<file path="src/design/hlot_ram.sv">
`timescale 1ns / 1ps
// ----------------------------------------------------------------------------
// hlot_ram
// Generic single-port-write, single-port-read RAM with registered read.
// ----------------------------------------------------------------------------
module hlot_ram #(
   parameter int WIDTH = 8,
   parameter int DEPTH = 16
) (
   input  logic                     clock,
   input  logic                     wr_en,
   input  logic [$clog2(DEPTH)-1:0] wr_addr,
   input  logic [WIDTH-1:0]         wr_data,
   input  logic                     rd_en,
   input  logic [$clog2(DEPTH)-1:0] rd_addr,
   output logic [WIDTH-1:0]         rd_data
);

   logic [WIDTH-1:0] mem [DEPTH];
   logic [WIDTH-1:0] rd_data_ff;

   always_ff @(posedge clock) begin
      if (wr_en) begin
         mem[wr_addr] <= wr_data;
      end
      if (rd_en) begin
         rd_data_ff <= mem[rd_addr];
      end
   end

   assign rd_data = rd_data_ff;

endmodule

</file>
<file path="config.mk">
export PLATFORM = sky130hd
export DESIGN_NAME = hlot_ram
export DESIGN_NICKNAME = d
export VERILOG_FILES = /design/src/design/hlot_ram.sv
export SDC_FILE = /design/constraint.sdc
export NUM_CORES = 1
export LEC_CHECK = 0
export BUFFER_PORTS_ARGS = -buffer_cell sky130_fd_sc_hd__buf_2
export CAP_MARGIN = 20
export CORE_ASPECT_RATIO = 1.75
export CORE_MARGIN = 10
export CORE_UTILIZATION = 60
export CTS_CLUSTER_SIZE = 40
export DETAILED_ROUTE_END_ITERATION = 8
export PLACE_DENSITY = 0.81
export RECOVER_POWER = 25
export SLEW_MARGIN = 20
export SYNTH_ARGS = -nofsm -noshare
export SYNTH_HDL_FRONTEND = slang
export SYNTH_SLANG_ARGS = --single-unit
</file>
<file path="constraint.sdc">
create_clock -name clock -period 2.15 [get_ports clock]
set_input_delay 0 -clock clock [delete_from_list [all_inputs] [get_ports clock]]
set_output_delay 0 -clock clock [all_outputs]
set_load 0.005 [all_outputs]
</file>
==> results.toml <==
[detailed_routing]
detail-route-antenna-nets = 0
drt_iter0_drc = 212
routedWlPerCell_um = 25.1
drc = 0
first_pass_iters = 4
finalWirelength_um = 10500
vias_per_cell = 6.13
vias = 2556

[die]
core_area_um2 = 8610
die_area_um2 = 13000
die_height_um = 143
die_w_um = 90.6
row_count = 45
start_util_pct = 60.7
ios = 27

[final_layout]
fin_util_pct = 71.0
multi_input_area_um2 = 1060
area_delta_synth_final_pct = 17.0
fill_cells = 504
drive_gt1_share_pct = 25.0
nNetsFinal = 310
seqCellArea_um2 = 4080
antenna_cells = 0

[power]
power_leakage_nw = 2.05
intPower_mw = 4.54
p_seq_share_pct = 53.2
p_sw_share_pct = 19.7
clkPwrFrac_pct = 41.9
p_switching_mw = 1.12
powerDensity_nw_per_um2 = 925
p_comb_share_pct = 5.0
peakVddDrop_v = 0.000687

[clocking]
clk_latency_ns = 0.41
clk_pin_slew_worst_paths_ns = 0.05
cts_resized = 0
root_buffer = "clkbuf_16"
cts.sinks = 136
htree_levels = 4
cts_tree = "built"
clockBufferDepth = 2
numCtsBuffers = 17

[yosys]
synth_fp_nets = 248
seq_area_frac_synth_pct = 78.1
synth.avg_cell_area_um2 = 22.8
netlist.top_cell.by_area = "edfxtp_1"
yosysWarnings = 0
synth_seq_cells = 136
synthTopCellsByArea = "edfxtp_1, mux4_2, mux4_1"
syn_inst = 229
syn_area_um2 = 5230
yosysUniqueCellTypes = 18
synthDominantCellAreaShare_pct = 78.1

[timing]
tns_ns = 0
fin_crit_sh_pct = 67.8
fin_skew_ns = 0.00465
finalSetupViolations = 0
hold_viol_final = 0
fmax_ghz = 0.686
finalMaxSlewViolations = 0
rsz0062_at_grt = "false"
period_needed_ns = 1.46
fin_ws_ns = 0.692
worstMarginPinSlew_ns = 0.834
relSlewSlack_pct = 44.4

[worst_setup_path]
crit_fanout = 1
critical_path.slowest_cell = "mux4_1"
crit_type = "reg2reg"
arrival_ns = 1.61
startpoint_type = "flip-flop"
r2r_slack_ns = 0.69
max_stage_delay_ns = 0.55
end_kind = "flip-flop"
crit_buf_inv = 0
path_cells = "mux4_1, a22oi_1, nand2_1"
required_ns = 2.30
cp_top_family = "multiplexers"

[global_route]
grt_max_degree = 19
grt_pass1_vias = 2702
grt_usage_pct = 17.1
grt_antenna_before_repair = 0
grt_pass1_wl_um = 16000
overflow = 0

[place]
io_buffers = 26
dp_hpwl_um = 6600
gp_congestion = 0.765
dp_slack_ns = 0.438

[flow_run]
maxCapViolCount = 0

[outcome]
status = "complete, no violations"

[hold_path]
hp-class = "in2reg"
[power groups by stage]
stage | clock [mW] | sequential (mW) | combinational (mW)
6_report | 2.37 | 3.01 | 0.280
5_1_grt | 2.50 | 3.01 | 0.303
4_1_cts | 2.39 | 3.01 | 0.285
3_5_place_dp | 0 | 3.06 | 0.270
3_3_place_gp | 0 | 3.05 | 0.260
2_1_floorplan | 0 | 3.05 | 0.151
[final timing paths]
check / start / to / depth (start not counted)
worst min register to register: mem[14][4] / rd_data[4] / 3
worst max register to register: mem[6][3] / rd_data[3] / 3
worst min-delay path: wr_addr[0] / mem[0][6] / 3
worst max-delay path: mem[6][3] / rd_data[3] / 3
[state kept, by name, indices dropped and copies added (netlist names)]
name / flops
mem: 128
rd_data: 8
[routing by layer]
layer	GRT usage [%]	up-vias	share of wire [%]
met2	28.4	107	54
met5	0	-	0
met4	9.68	0	2.9
li1	-	1106	-
met3	5.33	20	5.6
met1	19.3	1323	38
[worst min-delay path, stage by stage]
cell and delay [ns]:
buf_2 0.15, nor3_1 0.07, buf_4 0.18
[through the flow]
step,cell area [um^2],instances,power [mW],hold WS [ns]
floorplan,5230,229,3.21,0.0989
global route,6120,417,5.81,0.170
CTS,6140,417,5.69,0.139
global placement,5580,380,3.32,0.365
finish,6120,417,5.65,0.166
detailed placement,5580,380,3.33,0.371
[synthesized netlist by cell type]
library cell     number
a22oi_1              16
and2_1                1
and2b_1               1
buf_2                 3
buf_4                 1
buf_6                 3
clkdlybuf4s25_2       3
edfxtp_1            136
mux4_1               14
mux4_2               18
nand2_1               9
nand2b_1              2
nand3_1               1
nand3b_1              2
nor2_1               13
nor2b_1               1
nor3_1                4
or3b_2                1
[cells by family (layout without fill, tap and decap cells)]
family,Yosys count,in the layout,synth area share [%]
flops,136,136,78.1
simple gates,35,35,3.14
mux,32,32,14.8
buf+inv,10,81,1.65
compound gates,16,16,2.30
[cell type report]
| cell class | count | share of cell area, % |
|---|---|---|
| clock buffers | 21 | 7.20 |
| repair buffers | 53 | 5.79 |
| flip-flops and latches | 136 | 66.8 |
| multi-input cells | 83 | 17.3 |
| clock inverters | 7 | 0.552 |
| well taps | 117 | 2.39 |
[cell usage in the layout, fill, tap and decap left out, types with 2 or more instances in the layout]
cell type,count
nor2_1,13
nand3b_1,2
mux4_1,14
clkbuf_1,13
dlygate4sd3_1,9
clkbuf_16,17
edfxtp_1,136
mux4_2,18
buf_4,10
a22oi_1,16
clkinv_2,3
nand2_1,9
nand2b_1,2
buf_12,2
clkinv_1,3
buf_2,23
nor3_1,4
[what timing repair did]
| item | in CTS | in global routing |
|---|---|---|
| buffers inserted | 0 | 0 |
| hold buffers | 9 | 0 |
| endpoints found under the hold margin | 136 | 0 |
No activity file was read; power rests on OpenSTA's default activity.
