$ cat config.mk
export PLATFORM = sky130hd
export DESIGN_NAME = hlot_clr
export DESIGN_NICKNAME = d
export VERILOG_FILES = /design/src/design/hlot_pkg.sv /design/src/design/hlot_clr.sv
export SDC_FILE = /design/constraint.sdc
export NUM_CORES = 1
export LEC_CHECK = 0
export ABC_CLOCK_PERIOD_IN_PS = 1890
export BUFFER_PORTS_ARGS = -buffer_cell sky130_fd_sc_hd__buf_2
export CAP_MARGIN = 0
export CORE_MARGIN = 2
export CORE_UTILIZATION = 45
export CTS_CLUSTER_SIZE = 30
export DETAILED_ROUTE_END_ITERATION = 8
export PLACE_DENSITY_LB_ADDON = 0.15
export SKIP_CTS_REPAIR_TIMING = 1
export SLEW_MARGIN = 20
export SYNTH_ARGS = -nofsm -noshare
export SYNTH_HDL_FRONTEND = slang
export SYNTH_SLANG_ARGS = --single-unit
$ cat constraint.sdc
create_clock -name clock -period 1.89 [get_ports clock]
set_input_delay 0.378 -clock clock [delete_from_list [all_inputs] [get_ports clock]]
set_output_delay 0.378 -clock clock [all_outputs]
set_load 0.01 [all_outputs]
$ cat src/design/hlot_pkg.sv
`timescale 1ns / 1ps
// ----------------------------------------------------------------------------
// hlot_pkg
// Types, constants and the threshold function of the hot-loop trigger table.
// ----------------------------------------------------------------------------
package hlot_pkg;

   localparam int PROGRAMS     = 8;
   localparam int LOOP_OFFSETS = 1024;
   localparam int TABLE_DEPTH  = PROGRAMS * LOOP_OFFSETS;
   localparam int ADDR_W       = $clog2(TABLE_DEPTH);

   // epoch tags: all-ones marks an entry that belongs to no epoch
   localparam int EPOCH_W = 8;
   localparam logic [EPOCH_W-1:0] TAG_NONE   = {EPOCH_W{1'b1}};
   localparam logic [EPOCH_W-1:0] EPOCH_LAST = TAG_NONE - 1'b1;

   localparam logic [31:0] BASE_RESET     = 32'd1000;
   localparam logic [15:0] SPAN_FREE      = 16'd16;
   localparam logic [15:0] SPAN_RAMP      = 16'd64;
   localparam int          DISC_SHIFT     = 8;   // divide by 256
   localparam int          CAP_SHIFT      = 2;   // divide by 4
   localparam logic [3:0]  REASON_NONE    = 4'd0;
   localparam logic [3:0]  REASON_CODEGEN = 4'd7;

   typedef enum logic [2:0] {
      CMD_BACK_EDGE     = 3'd0,
      CMD_MARK_COMPILED = 3'd1,
      CMD_MARK_FAILED   = 3'd2,
      CMD_QUERY         = 3'd3,
      CMD_CLEAR_ALL     = 3'd4
   } cmd_type;

   typedef enum logic {
      CLR_SWEEP = 1'b0,
      CLR_RUN   = 1'b1
   } clr_state_type;

   typedef struct packed {
      logic [2:0]  command;
      logic [2:0]  program_id;
      logic [9:0]  jump_back_offset;
      logic [15:0] loop_span;
      logic [3:0]  failure_reason;
      logic [7:0]  failing_opcode;
   } req_type;

   typedef struct packed {
      logic        start_compile;
      logic        entry_present;
      logic [31:0] iteration_count;
      logic [31:0] effective_threshold;
      logic        attempted_flag;
      logic        compiled_flag;
      logic        failed_flag;
      logic [3:0]  stored_reason;
      logic [7:0]  stored_opcode;
   } rsp_type;

   typedef struct packed {
      logic [EPOCH_W-1:0] tag;
      logic [31:0]        threshold;
      logic [31:0]        count;
      logic [7:0]         opcode;
      logic [3:0]         reason;
      logic               failed;
      logic               compiled;
      logic               attempted;
   } entry_type;

   localparam int ENTRY_W = $bits(entry_type);

   typedef struct packed {
      logic          we;
      entry_type     wr_entry;
      rsp_type       rsp;
   } upd_out_type;

   typedef struct packed {
      logic               busy;
      logic               last_epoch;
      logic [EPOCH_W-1:0] epoch;
      logic [ADDR_W-1:0]  sweep_addr;
   } clr_stat_type;

   function automatic logic [31:0] span_threshold(input logic [31:0] base,
                                                  input logic [15:0] span);
      logic [15:0] extra;
      logic [37:0] prod;
      logic [31:0] cap;
      logic [31:0] disc;
      extra = span - SPAN_FREE;
      cap   = base >> CAP_SHIFT;
      prod  = 38'(extra[5:0]) * 38'(base);
      disc  = 32'(prod >> DISC_SHIFT);
      if (disc > cap || extra >= SPAN_RAMP) begin
         disc = cap;
      end
      if (span <= SPAN_FREE || base == 32'd0) begin
         disc = 32'd0;
      end
      return base - disc;
   endfunction

endpackage

$ cat src/design/hlot_clr.sv
`timescale 1ns / 1ps
// ----------------------------------------------------------------------------
// hlot_clr
// Epoch counter for clear-all and the clearing sweep of the entry tags.
// ----------------------------------------------------------------------------
module hlot_clr (
   input  logic                  clock,
   input  logic                  reset,
   input  logic                  clear_go,
   output hlot_pkg::clr_stat_type stat
);
   import hlot_pkg::*;

   clr_state_type      state_ff, state_in;
   logic [EPOCH_W-1:0] epoch_ff, epoch_in;
   logic [ADDR_W-1:0]  sweep_addr_ff, sweep_addr_in;
   logic               sweep_done;

   assign sweep_done = (sweep_addr_ff == ADDR_W'(TABLE_DEPTH - 1));

   always_comb begin
      state_in = state_ff;
      case (state_ff)
         CLR_SWEEP: begin
            if (sweep_done) begin
               state_in = CLR_RUN;
            end
         end
         CLR_RUN: begin
            if (clear_go && epoch_ff == EPOCH_LAST) begin
               state_in = CLR_SWEEP;
            end
         end
         default: state_in = CLR_SWEEP;
      endcase
   end

   always_comb begin
      stat.busy       = (state_ff == CLR_SWEEP);
      stat.last_epoch = (epoch_ff == EPOCH_LAST);
      stat.epoch      = epoch_ff;
      stat.sweep_addr = sweep_addr_ff;
   end

   always_comb begin
      epoch_in      = epoch_ff;
      sweep_addr_in = sweep_addr_ff;
      if (state_ff == CLR_SWEEP) begin
         sweep_addr_in = sweep_addr_ff + 1'b1;
      end else begin
         sweep_addr_in = '0;
      end
      if (clear_go) begin
         epoch_in = (epoch_ff == EPOCH_LAST) ? '0 : epoch_ff + 1'b1;
      end
   end

   always_ff @(posedge clock) begin
      if (reset) begin
         state_ff      <= CLR_SWEEP;
         epoch_ff      <= '0;
         sweep_addr_ff <= '0;
      end else begin
         state_ff      <= state_in;
         epoch_ff      <= epoch_in;
         sweep_addr_ff <= sweep_addr_in;
      end
   end

endmodule

==> results.sh <==
export IMPL_n_antenna_cell=0
export IMPL_drc=0
export IMPL_power_uw=809
export IMPL_area_growth_pct=19.5
export IMPL_portBuffers=25
export IMPL_grt_pass1_vias=797
export IMPL_synth_area_um2=970
export IMPL_yosysTopAreaCellShare=0.454
export IMPL_finalHoldViolCount=0
export IMPL_critPathArrivalTime_ps=1930
export IMPL_outcome="complete, no violations"
export IMPL_final_cell_mix="25 x buf_2, 22 x dfxtp_1, 11 x nor2_1"
export IMPL_ys_top_cells_by_area="dfxtp_1 45%, a21oi_1 5.2%, nand3_1 4.6%"
export IMPL_clkSlewWorstSetupHoldPaths_ps=120
export IMPL_track_usage=0.172
export IMPL_die_h_um=50.4
export IMPL_ys_seq_area_frac=0.454
export IMPL_synth_nets=116
export IMPL_final_common_cell="buf_2"
export IMPL_grt_pass1_wl_mm=3.39
export IMPL_synth_seq_cells=22
export IMPL_crit_required_ps=2140
export IMPL_fill_cells=200
export IMPL_fin_crit_sh=0.888
export IMPL_core_mm2=0.00200
export IMPL_gp_congestion=0.761
export IMPL_synth_cells=110
export IMPL_clkLatencyLatePin_ps=310
export IMPL_grt_start_max_net_pins=16
export IMPL_path_max_fanout=7
export IMPL_die_w_um=50.4
export IMPL_first_iter_violations=9
export IMPL_cts_buffer_depth=2
export IMPL_htree_levels=1
export IMPL_powerDensity_mw_per_mm2=698
export IMPL_max_freq_ghz=0.596
export IMPL_min_period_ps=1680
export IMPL_start_util=0.484
export IMPL_nNetsFinal=144
export IMPL_finalSetupTns_ps=0
export IMPL_worstSetupPathType="reg2reg"
export IMPL_hp_class="in2reg"
export IMPL_viasPerCell=5.43
export IMPL_endpoint_kind="flop"
export IMPL_avgSynthCellArea_um2=8.82
export IMPL_relSlewSlack=0.792
export IMPL_drive_gt1_frac=0.241
export IMPL_rows=16
export IMPL_yosys_warnings=0
export IMPL_multi_input_area_um2=500
export IMPL_max_vdd_ir_drop_mv=0.435
export IMPL_fin_skew_ps=4.22
export IMPL_die_area_mm2=0.00254
export IMPL_firstDrtPassIters=4
export IMPL_grt_overflow=0
export IMPL_max_cap_viol_count=0
export IMPL_maxSlewViolCount=0
export IMPL_hpwl_mm=1.42
export IMPL_worst_slew_pin_slew_ps=311
export IMPL_wirelength_mm=1.94
export IMPL_ys_types=24
export IMPL_ant_nets=0
export IMPL_antenna_found_initial=0
export IMPL_finalSetupViolations=0
export IMPL_cts_tree="done"
export IMPL_boundaryPins=26
export IMPL_vias=890
export IMPL_wire_per_inst_um=11.8
export IMPL_ctsRootBufferMaster="clkbuf_4"
export IMPL_cts_buffers=3
export IMPL_rsz0062_at_grt="no"
export IMPL_worstSetupStartpointType="flop"
export IMPL_yosysTopAreaCell="dfxtp_1"
export IMPL_ff_latch_area_um2=440
export IMPL_cts_sinks=22
export IMPL_p_leak_nw=0.466
per-stage QoR:
stage	instance area, um2	hold WS, ps	utilization	worst slack, ps	cells
final	1160	352	0.579	212	164
after global routing	1160	349	0.579	80.2	164
after CTS	1160	341	0.579	218	164
after detailed placement	1120	489	0.561	254	160
after global placement	1120	477	0.561	344	160
after floorplan	970	499	-	343	110
synthesized netlist by cell type:
cell type	instances
buf_2	2
or3_1	6
or4_1	4
nand3_1	9
a21oi_1	10
o21ai_0	6
dfxtp_1	22
xor2_1	5
clkbuf_1	1
o21a_1	2
nand4_1	6
o21bai_2	1
nand2_1	4
o31ai_1	4
a211oi_1	1
inv_1	4
xnor2_1	2
nor3_1	2
a2bb2o_1	1
and2_1	2
ha_1	3
or2_2	1
nor2_1	11
nand4_2	1
registers in the layout, indices dropped and copies added (netlist names):
name,flops
epoch_ff,8
state_ff,1
sweep_addr_ff,13
per-layer routing:
layer  share of wire  track usage  up-vias
li1                -            -      452
met1            0.50        0.231      417
met2            0.45        0.272       16
met3           0.032       0.0357        5
met4           0.019       0.0676        0
met5               0            0        -
final cells by class:
type	count	area share
inverter	4	0.0130
timing repair buffer	26	0.114
sequential	22	0.380
multi-input combinational	81	0.432
tap	27	0.0292
clock buffer	4	0.0313
report_power, final:
group	leakage [nW]	switching, mW	internal [mW]	total, mW
Combinational	0.266	0.0303	0.0244	0.0547
Sequential	0.178	0.0159	0.474	0.490
Clock	0.0210	0.146	0.118	0.264
worst max-delay path, stage by stage, from the launching register on:
cell,delay [ps]
dfxtp_1,460
ha_1,280
nand3_1,220
or4_1,510
a21oi_1,150
cell families (layout without fill, tap and decap cells):
kind of cell	after synthesis	count (layout)	synth area share
AND/OR/NAND/NOR	46	46	0.255
buffers and inverters	7	34	0.0297
AO/OA/AOI/OAI	25	25	0.159
flip-flops	22	22	0.454
XOR/XNOR	7	7	0.0632
adder cells (fa/ha/maj)	3	3	0.0387
worst paths after layout:
kind	start	to	slack, ps	cells past startpoint
max	sweep_addr_ff[0]	sweep_addr_ff[12]	210	4
min	clear_go	epoch_ff[1]	350	2
max reg2reg	sweep_addr_ff[0]	sweep_addr_ff[12]	210	4
min reg2reg	sweep_addr_ff[11]	sweep_addr_ff[11]	510	2
No activity file was read; power rests on OpenSTA's default activity.
