File: src/design/hlot_pkg.sv
`timescale 1ns / 1ps
// ----------------------------------------------------------------------------
// hlot_pkg
// Types, constants and the threshold function of the hot-loop trigger table.
// ----------------------------------------------------------------------------
package hlot_pkg;

   localparam int PROGRAMS     = 8;
   localparam int LOOP_OFFSETS = 1024;
   localparam int TABLE_DEPTH  = PROGRAMS * LOOP_OFFSETS;
   localparam int ADDR_W       = $clog2(TABLE_DEPTH);

   // epoch tags: all-ones marks an entry that belongs to no epoch
   localparam int EPOCH_W = 8;
   localparam logic [EPOCH_W-1:0] TAG_NONE   = {EPOCH_W{1'b1}};
   localparam logic [EPOCH_W-1:0] EPOCH_LAST = TAG_NONE - 1'b1;

   localparam logic [31:0] BASE_RESET     = 32'd1000;
   localparam logic [15:0] SPAN_FREE      = 16'd16;
   localparam logic [15:0] SPAN_RAMP      = 16'd64;
   localparam int          DISC_SHIFT     = 8;   // divide by 256
   localparam int          CAP_SHIFT      = 2;   // divide by 4
   localparam logic [3:0]  REASON_NONE    = 4'd0;
   localparam logic [3:0]  REASON_CODEGEN = 4'd7;

   typedef enum logic [2:0] {
      CMD_BACK_EDGE     = 3'd0,
      CMD_MARK_COMPILED = 3'd1,
      CMD_MARK_FAILED   = 3'd2,
      CMD_QUERY         = 3'd3,
      CMD_CLEAR_ALL     = 3'd4
   } cmd_type;

   typedef enum logic {
      CLR_SWEEP = 1'b0,
      CLR_RUN   = 1'b1
   } clr_state_type;

   typedef struct packed {
      logic [2:0]  command;
      logic [2:0]  program_id;
      logic [9:0]  jump_back_offset;
      logic [15:0] loop_span;
      logic [3:0]  failure_reason;
      logic [7:0]  failing_opcode;
   } req_type;

   typedef struct packed {
      logic        start_compile;
      logic        entry_present;
      logic [31:0] iteration_count;
      logic [31:0] effective_threshold;
      logic        attempted_flag;
      logic        compiled_flag;
      logic        failed_flag;
      logic [3:0]  stored_reason;
      logic [7:0]  stored_opcode;
   } rsp_type;

   typedef struct packed {
      logic [EPOCH_W-1:0] tag;
      logic [31:0]        threshold;
      logic [31:0]        count;
      logic [7:0]         opcode;
      logic [3:0]         reason;
      logic               failed;
      logic               compiled;
      logic               attempted;
   } entry_type;

   localparam int ENTRY_W = $bits(entry_type);

   typedef struct packed {
      logic          we;
      entry_type     wr_entry;
      rsp_type       rsp;
   } upd_out_type;

   typedef struct packed {
      logic               busy;
      logic               last_epoch;
      logic [EPOCH_W-1:0] epoch;
      logic [ADDR_W-1:0]  sweep_addr;
   } clr_stat_type;

   function automatic logic [31:0] span_threshold(input logic [31:0] base,
                                                  input logic [15:0] span);
      logic [15:0] extra;
      logic [37:0] prod;
      logic [31:0] cap;
      logic [31:0] disc;
      extra = span - SPAN_FREE;
      cap   = base >> CAP_SHIFT;
      prod  = 38'(extra[5:0]) * 38'(base);
      disc  = 32'(prod >> DISC_SHIFT);
      if (disc > cap || extra >= SPAN_RAMP) begin
         disc = cap;
      end
      if (span <= SPAN_FREE || base == 32'd0) begin
         disc = 32'd0;
      end
      return base - disc;
   endfunction

endpackage

File: src/design/hlot_upd.sv
`timescale 1ns / 1ps
// ----------------------------------------------------------------------------
// hlot_upd
// Entry update: first touch, back-edge count, status marks and the result.
// ----------------------------------------------------------------------------
module hlot_upd (
   input  hlot_pkg::req_type            item,
   input  logic                         addr_ok,
   input  logic [31:0]                  first_thr,
   input  hlot_pkg::entry_type          stored,
   input  logic [hlot_pkg::EPOCH_W-1:0] epoch,
   output hlot_pkg::upd_out_type        upd
);
   import hlot_pkg::*;

   logic      hit;
   entry_type cur;
   entry_type nxt;
   logic      start;
   logic      we;
   logic      present;
   logic [31:0] cnt;

   assign hit = addr_ok && (stored.tag == epoch);

   always_comb begin
      cur = stored;
      if (!hit) begin
         cur           = '0;
         cur.tag       = epoch;
         cur.threshold = first_thr;
      end
      nxt   = cur;
      start = 1'b0;
      we    = 1'b0;
      cnt   = cur.count;
      case (item.command)
         CMD_BACK_EDGE: begin
            we = addr_ok;
            if (!cur.attempted && !cur.failed) begin
               if (cur.count != 32'hFFFF_FFFF) begin
                  cnt = cur.count + 32'd1;
               end
               nxt.count = cnt;
               if (cnt == cur.threshold) begin
                  nxt.attempted = 1'b1;
                  start         = 1'b1;
               end
            end
         end
         CMD_MARK_COMPILED: begin
            we           = addr_ok;
            nxt.compiled = 1'b1;
         end
         CMD_MARK_FAILED: begin
            we         = addr_ok;
            nxt.failed = 1'b1;
            if (cur.reason == REASON_NONE || item.failure_reason != REASON_CODEGEN) begin
               nxt.reason = item.failure_reason;
               nxt.opcode = item.failing_opcode;
            end
         end
         default: begin
            we = 1'b0;
         end
      endcase
      present = addr_ok && item.command != CMD_CLEAR_ALL && (we || hit);

      upd.we       = we;
      upd.wr_entry = nxt;
      upd.rsp      = '0;
      if (present) begin
         upd.rsp.start_compile       = start;
         upd.rsp.entry_present       = 1'b1;
         upd.rsp.iteration_count     = nxt.count;
         upd.rsp.effective_threshold = nxt.threshold;
         upd.rsp.attempted_flag      = nxt.attempted;
         upd.rsp.compiled_flag       = nxt.compiled;
         upd.rsp.failed_flag         = nxt.failed;
         upd.rsp.stored_reason       = nxt.reason;
         upd.rsp.stored_opcode       = nxt.opcode;
      end
   end

endmodule

File: config.mk
export PLATFORM = sky130hd
export DESIGN_NAME = hlot_upd
export DESIGN_NICKNAME = d
export VERILOG_FILES = /design/src/design/hlot_pkg.sv /design/src/design/hlot_upd.sv
export SDC_FILE = /design/constraint.sdc
export NUM_CORES = 1
export LEC_CHECK = 0
export BUFFER_PORTS_ARGS = -buffer_cell sky130_fd_sc_hd__buf_4
export CAP_MARGIN = 5
export CORE_AREA = 2 2 133 135
export DETAILED_ROUTE_END_ITERATION = 12
export DIE_AREA = 0 0 135 137
export PLACE_DENSITY = 0.59
export SETUP_SLACK_MARGIN = 0.05
export SYNTH_ARGS = -nofsm -noshare
export SYNTH_HDL_FRONTEND = slang
export SYNTH_SLANG_ARGS = --single-unit
File: constraint.sdc
create_clock -name vclk -period 9.5
set_input_delay 1.425 -clock vclk [all_inputs]
set_output_delay 1.425 -clock vclk [all_outputs]
set_load 0.01 [all_outputs]
==> metrics.md, run 1 <==
| Metric | Value |
|---|---|
| Status | `complete, no violations` |
| Num sequential | `0` |
| Synth top area cells | `nand2_1, xnor2_1, xor2_1` |
| Synth Area per Inst | `roughly 5.8 um2` |
| Cells after synthesis | `approximately 650` |
| Pre-CTS setup slack | `roughly 3000 ps` |
| Sw frac | `a little over half` |
| Worst setup SP type | `input pin` |
| Internal power consumption | `between 0.00008 and 0.00009 W` |
| Pleak | `between 2 and 3 nW` |
| Global-route wire length before repair | `~32000 um` |
| Switch Pwr | `about 0.0001 W` |
| Number of vias in the routed layout | `about 6000` |
| Flop pwr share | `0%` |
| Worst Setup Path Type | `in -> out` |
| Period utilisation layout | `slightly below 70%` |
| Yosys top cell by area | `nand2_1` |
| Share of the synthesized area in the top cell type | `12.5%` |
| Final Hold Viols | `0` |
| Max cap viols | `0` |
| Relative slew margins | `~33%` |
| Grt ovf | `0` |
| Resized cells post-CTS | `0` |
| Final design utilization | `36.1%` |
| Max-slew violation count | `0` |
| Final worst slack | `2990 ps` |
| Peak supply drop | `roughly 0.000014 V` |
| RSZ-0062 raised after global routing | `false` |
| Fmax | `154 MHz` |
| Total Nets Final | `approximately 1100` |
| Sequential area share after synthesis | `0%` |
| Count of input and output buffers | `312` |
| Area Growth Syn to Fin | `63.8%` |
| Initial antenna violation count | `0` |
| DR iter-0 viols | `approximately 480` |
| Reg area | `0 um2` |
| Vias in the first global route | `5395` |
| Num ports | `roughly 340` |
| Power Density | `a little over 30 nW/um2` |
| Least-Margin Pin Slew | `approximately 1000 ps` |
| Number of core rows | `48` |
| TNS Setup | `0 ps` |
| DIE HEIGHT | `approximately 140 um` |
| Core area | `about 17000 um2` |
| Crit path max fanout | `38` |
| Synth cell types | `70` |
| Mapped Area | `around 3800 um2` |
| Mapped Nets | `824` |
| Via/cell ratio | `5.20` |
| DR pass1 iterations | `5` |
| Drt wl/cell | `a little under 20 um` |
| Clock power frac | `0%` |
| Layout cells sized above 1 | `37.5%` |
| Largest net degree at the start of global routing | `between 60 and 70` |
| Post-DP HPWL | `18200 um` |
| Final setup violation count | `0` |
| Global Route Usage Sum | `between 20% and 30%` |
| DR DRC count | `0` |
| HP Class | `in -> out` |
| Fin crit period | `~6500 ps` |
| Post-CTS Hold Buffers | `0` |
| Die area | `~18000 um2` |
| Gate power share | `100.0%` |
| Post-CTS setup repair buffer count | `0` |
| Diode count | `0` |
| Layout clock buffer count | `0` |
| Die Wd | `about 140 um` |
| ANT nets after route | `0` |
| Crit. End Element | `primary output` |
| Initial core utilization | `22.0%` |
| CP Data Required Time | `between 8000 and 9000 ps` |
| Worst path arrival time | `5090 ps` |
| WL final | `between 20000 and 25000 um` |
| Final Wtd Congestion | `0.972` |
| Synth warn | `0` |
==> cells by family after synthesis <==
kind of cell,after synthesis,share of synthesized area [%]
simple gates,379,52.9
compound gates,126,22.1
buf+inv,80,8.99
xor+xnor,57,13.3
mux,10,2.70
==> critical path, cell delays in order <==
cell and delay (ps):
buf_4 110, inv_1 70, o2111ai_1 160, or4_1 800, nor2_4 870, o2111ai_1 420
a222oi_1 370, nor4b_2 280, nand4_1 260, a21oi_2 180, buf_4 130
==> final cells by class <==
cell class,instances,area [um2]
fill,1914,10900
timing repair buffer,316,2370
multi-input combinational,572,3430
tap,225,282
inverter,17,63.8
==> synthesized netlist by cell type (5+ instances only) <==
library cell  instances
nand3_1              23
nand4_1              23
inv_1                17
nor2_1               57
and4_1                6
or3_1                 6
and2_1               30
a211oi_1              6
clkbuf_1             39
nor3_1               38
nor3b_1               5
nor2b_1               8
a31oi_1               5
and3_1                5
or4_1                 5
o21ai_1              12
buf_2                17
a21oi_1              38
nand2b_1              6
xor2_1               28
nor4_1               18
mux2i_1               9
o21ai_0              19
nand2_1             125
xnor2_1              29
==> final timing paths <==
| kind | start | end | slack (ps) | depth (start not counted) |
|---|---|---|---|---|
| max | stored[85] | upd[14] | 2990 | 11 |
| min | epoch[3] | upd[163] | 3040 | 2 |
==> placed cells by master, fill, tap and decap left out, types with 5 or more instances in the layout <==
cell / Yosys / routed
a21oi_1: 38 / 38
a31oi_1: 5 / 5
and2_1: 30 / 30
nor3_1: 38 / 38
nor2_1: 57 / 56
a211oi_1: 6 / 6
xor2_1: 28 / 28
or3_1: 6 / 6
nand2_1: 125 / 124
o21ai_1: 12 / 12
nand3_1: 23 / 23
nor3b_1: 5 / 5
or4_1: 5 / 5
and4_1: 6 / 6
nand4_1: 23 / 23
o21ai_0: 19 / 19
nor4_1: 18 / 18
inv_1: 17 / 17
and3_1: 5 / 5
xnor2_1: 29 / 29
buf_4: 2 / 316
nor2b_1: 8 / 8
mux2i_1: 9 / 9
nand2b_1: 6 / 6
==> through the flow <==
| stage | power [W] | hold WS (ps) | cells | cell area (um2) |
|---|---|---|---|---|
| final | 0.000191 | 3040 | 1130 | 6150 |
| after detailed placement | 0.000189 | 3050 | 1130 | 6150 |
| after floorplan | 0.0000835 | 2950 | 652 | 3760 |
| after global placement | 0.000188 | 3050 | 1130 | 6150 |
| after CTS | 0.000190 | 3050 | 1130 | 6150 |
| after global routing | 0.000206 | 3050 | 1130 | 6150 |
==> power groups by stage <==
stage	clock network (W)	registers, W	logic, W
2_1_floorplan	0	0	0.0000835
3_3_place_gp	0	0	0.000188
3_5_place_dp	0	0	0.000189
4_1_cts	0	0	0.000190
5_1_grt	0	0	0.000206
6_report	0	0	0.000191
==> routing by layer <==
layer	share of wire [%]	wire (um)	GRT usage (%)	vias up
li1	-	-	-	2845
met1	43	9640	29.6	2740
met2	48	10700	38.5	273
met3	7.6	1700	3.85	20
met4	1.2	261	3.18	0
met5	0	0	0	-
(Power assumes the default switching activity.)
==> inputs of run 2 (changes only) <==
- PLACE_DENSITY: 0.59 -> 0.61
- clock period: 9.5 -> 5.45 ns (I/O delays scaled with it)
==> run 2 against run 1 <==
Design area is 1.6% higher. Die area stayed put. First-iteration DRC count is 9.8% higher. Routed wire length is 0.79% lower. Combinational power is 76% higher. Global-route usage is 0.29 points lower. Flip-flop and latch count stayed put. Non-clock buffer count is 10 higher. Cell count is 0.88% higher. Largest cell class unchanged. Largest power group unchanged.
==> metrics.md, run 2 (same netlist as run 1, synthesis figures left out) <==
| Metric | Value |
|---|---|
| Final Hold Viols | `0` |
| Worst path arrival time | `4030 ps` |
| Period utilisation layout | `88.9%` |
| Post-CTS setup repair buffer count | `0` |
| Vias in the first global route | `around 5300` |
| Least-Margin Pin Slew | `~810 ps` |
| WL final | `about 22000 um` |
| Post-CTS Hold Buffers | `0` |
| Reg area | `0 um2` |
| Power Density | `approximately 54 nW/um2` |
| Largest net degree at the start of global routing | `82` |
| Initial antenna violation count | `0` |
| Num ports | `about 340` |
| Global Route Usage Sum | `between 20% and 30%` |
| Core area | `17100 um2` |
| Count of input and output buffers | `312` |
| Crit. End Element | `primary output` |
| Worst setup SP type | `input pin` |
| Number of core rows | `48` |
| Initial core utilization | `22.0%` |
| DR DRC count | `0` |
| Most frequent cells in the layout | `buf_4, nand2_1, nor2_1, nor3_1, a21oi_1` |
| Final Wtd Congestion | `~0.97` |
| RSZ-0062 raised after global routing | `false` |
| Grt ovf | `0` |
| Peak supply drop | `around 0.000030 V` |
| Total chip power | `0.000336 W` |
| Die area | `~18000 um2` |
| CP Data Required Time | `4630 ps` |
| Diode count | `0` |
| DIE HEIGHT | `roughly 140 um` |
| Most common cell after layout, fill and taps aside | `buf_4` |
| Resized cells post-CTS | `0` |
| Layout clock buffer count | `0` |
| Number of vias in the routed layout | `about 5900` |
| Layout cells sized above 1 | `38.1%` |
| Global-route wire length before repair | `approximately 32000 um` |
| ANT nets after route | `0` |
| Max cap viols | `0` |
| DR pass1 iterations | `7` |
| Status | `complete, no violations` |
| Max-slew violation count | `0` |
| Drt wl/cell | `roughly 19 um` |
| TNS Setup | `0 ps` |
| Via/cell ratio | `between 5 and 6` |
| Final setup violation count | `0` |
| Hold slack final | `~1800 ps` |
| DR iter-0 viols | `529` |
| Fin crit period | `slightly below 5000 ps` |
| Worst Setup Path Type | `in -> out` |
| Fmax | `~210 MHz` |
| HP Class | `in -> out` |
| Area Growth Syn to Fin | `66.4%` |
| Crit path max fanout | `11` |
| Num sequential | `0` |
| Total Nets Final | `1089` |
| Fillcell total | `1940` |
| Pleak | `between 2 and 3 nW` |
| Die Wd | `between 100 and 150 um` |
| Relative slew margins | `45.4%` |
| Post-DP HPWL | `18500 um` |
==> run 2: layout make-up <==
cell class         instances  area [um2]  area share (%)
repair buffers           326        2470            39.6
multi-input cells        572        3430            54.9
inverters                 17        63.8            1.02
well taps                225         282            4.50
==> run 2: worst paths after layout <==
path	startpoint	end	slack (ps)	depth (start not counted)
worst max-delay path	stored[15]	upd[14]	610	11
worst min-delay path	epoch[0]	upd[160]	1830	2
==> run 2: worst max-delay path, stage by stage <==
cell and delay (ps):
buf_4 160, nand4_1 320, nor4_2 830, xnor2_1 200
nand4_1 130, a221oi_2 450, a41oi_1 210, nor4b_2 330
nand4_1 260, a21oi_2 190, buf_4 130
==> run 2: per-stage QoR <==
step / std cells / worst slack (ps) / instance area, um2 / util (%)
after floorplan: 652 / 1350 / 3760 / -
after global placement: 1140 / 694 / 6250 / 36.6
after detailed placement: 1140 / 699 / 6250 / 36.6
after CTS: 1140 / 683 / 6250 / 36.6
after global routing: 1140 / 449 / 6250 / 36.6
final: 1140 / 607 / 6250 / 36.6
==> run 2: layer usage <==
layer | up-vias | global-route usage (%) | wire length [um]
met5 | - | 0 | 0
met2 | 279 | 38.4 | 10700
li1 | 2859 | - | -
met4 | 0 | 2.37 | 280
met3 | 22 | 2.19 | 1450
met1 | 2704 | 30.2 | 9650
==> run 2: report_power, final <==
part	switching [W]	internal, W	leakage [nW]
clock	0	0	0
sequential	0	0	0
combinational	0.000179	0.000157	2.83
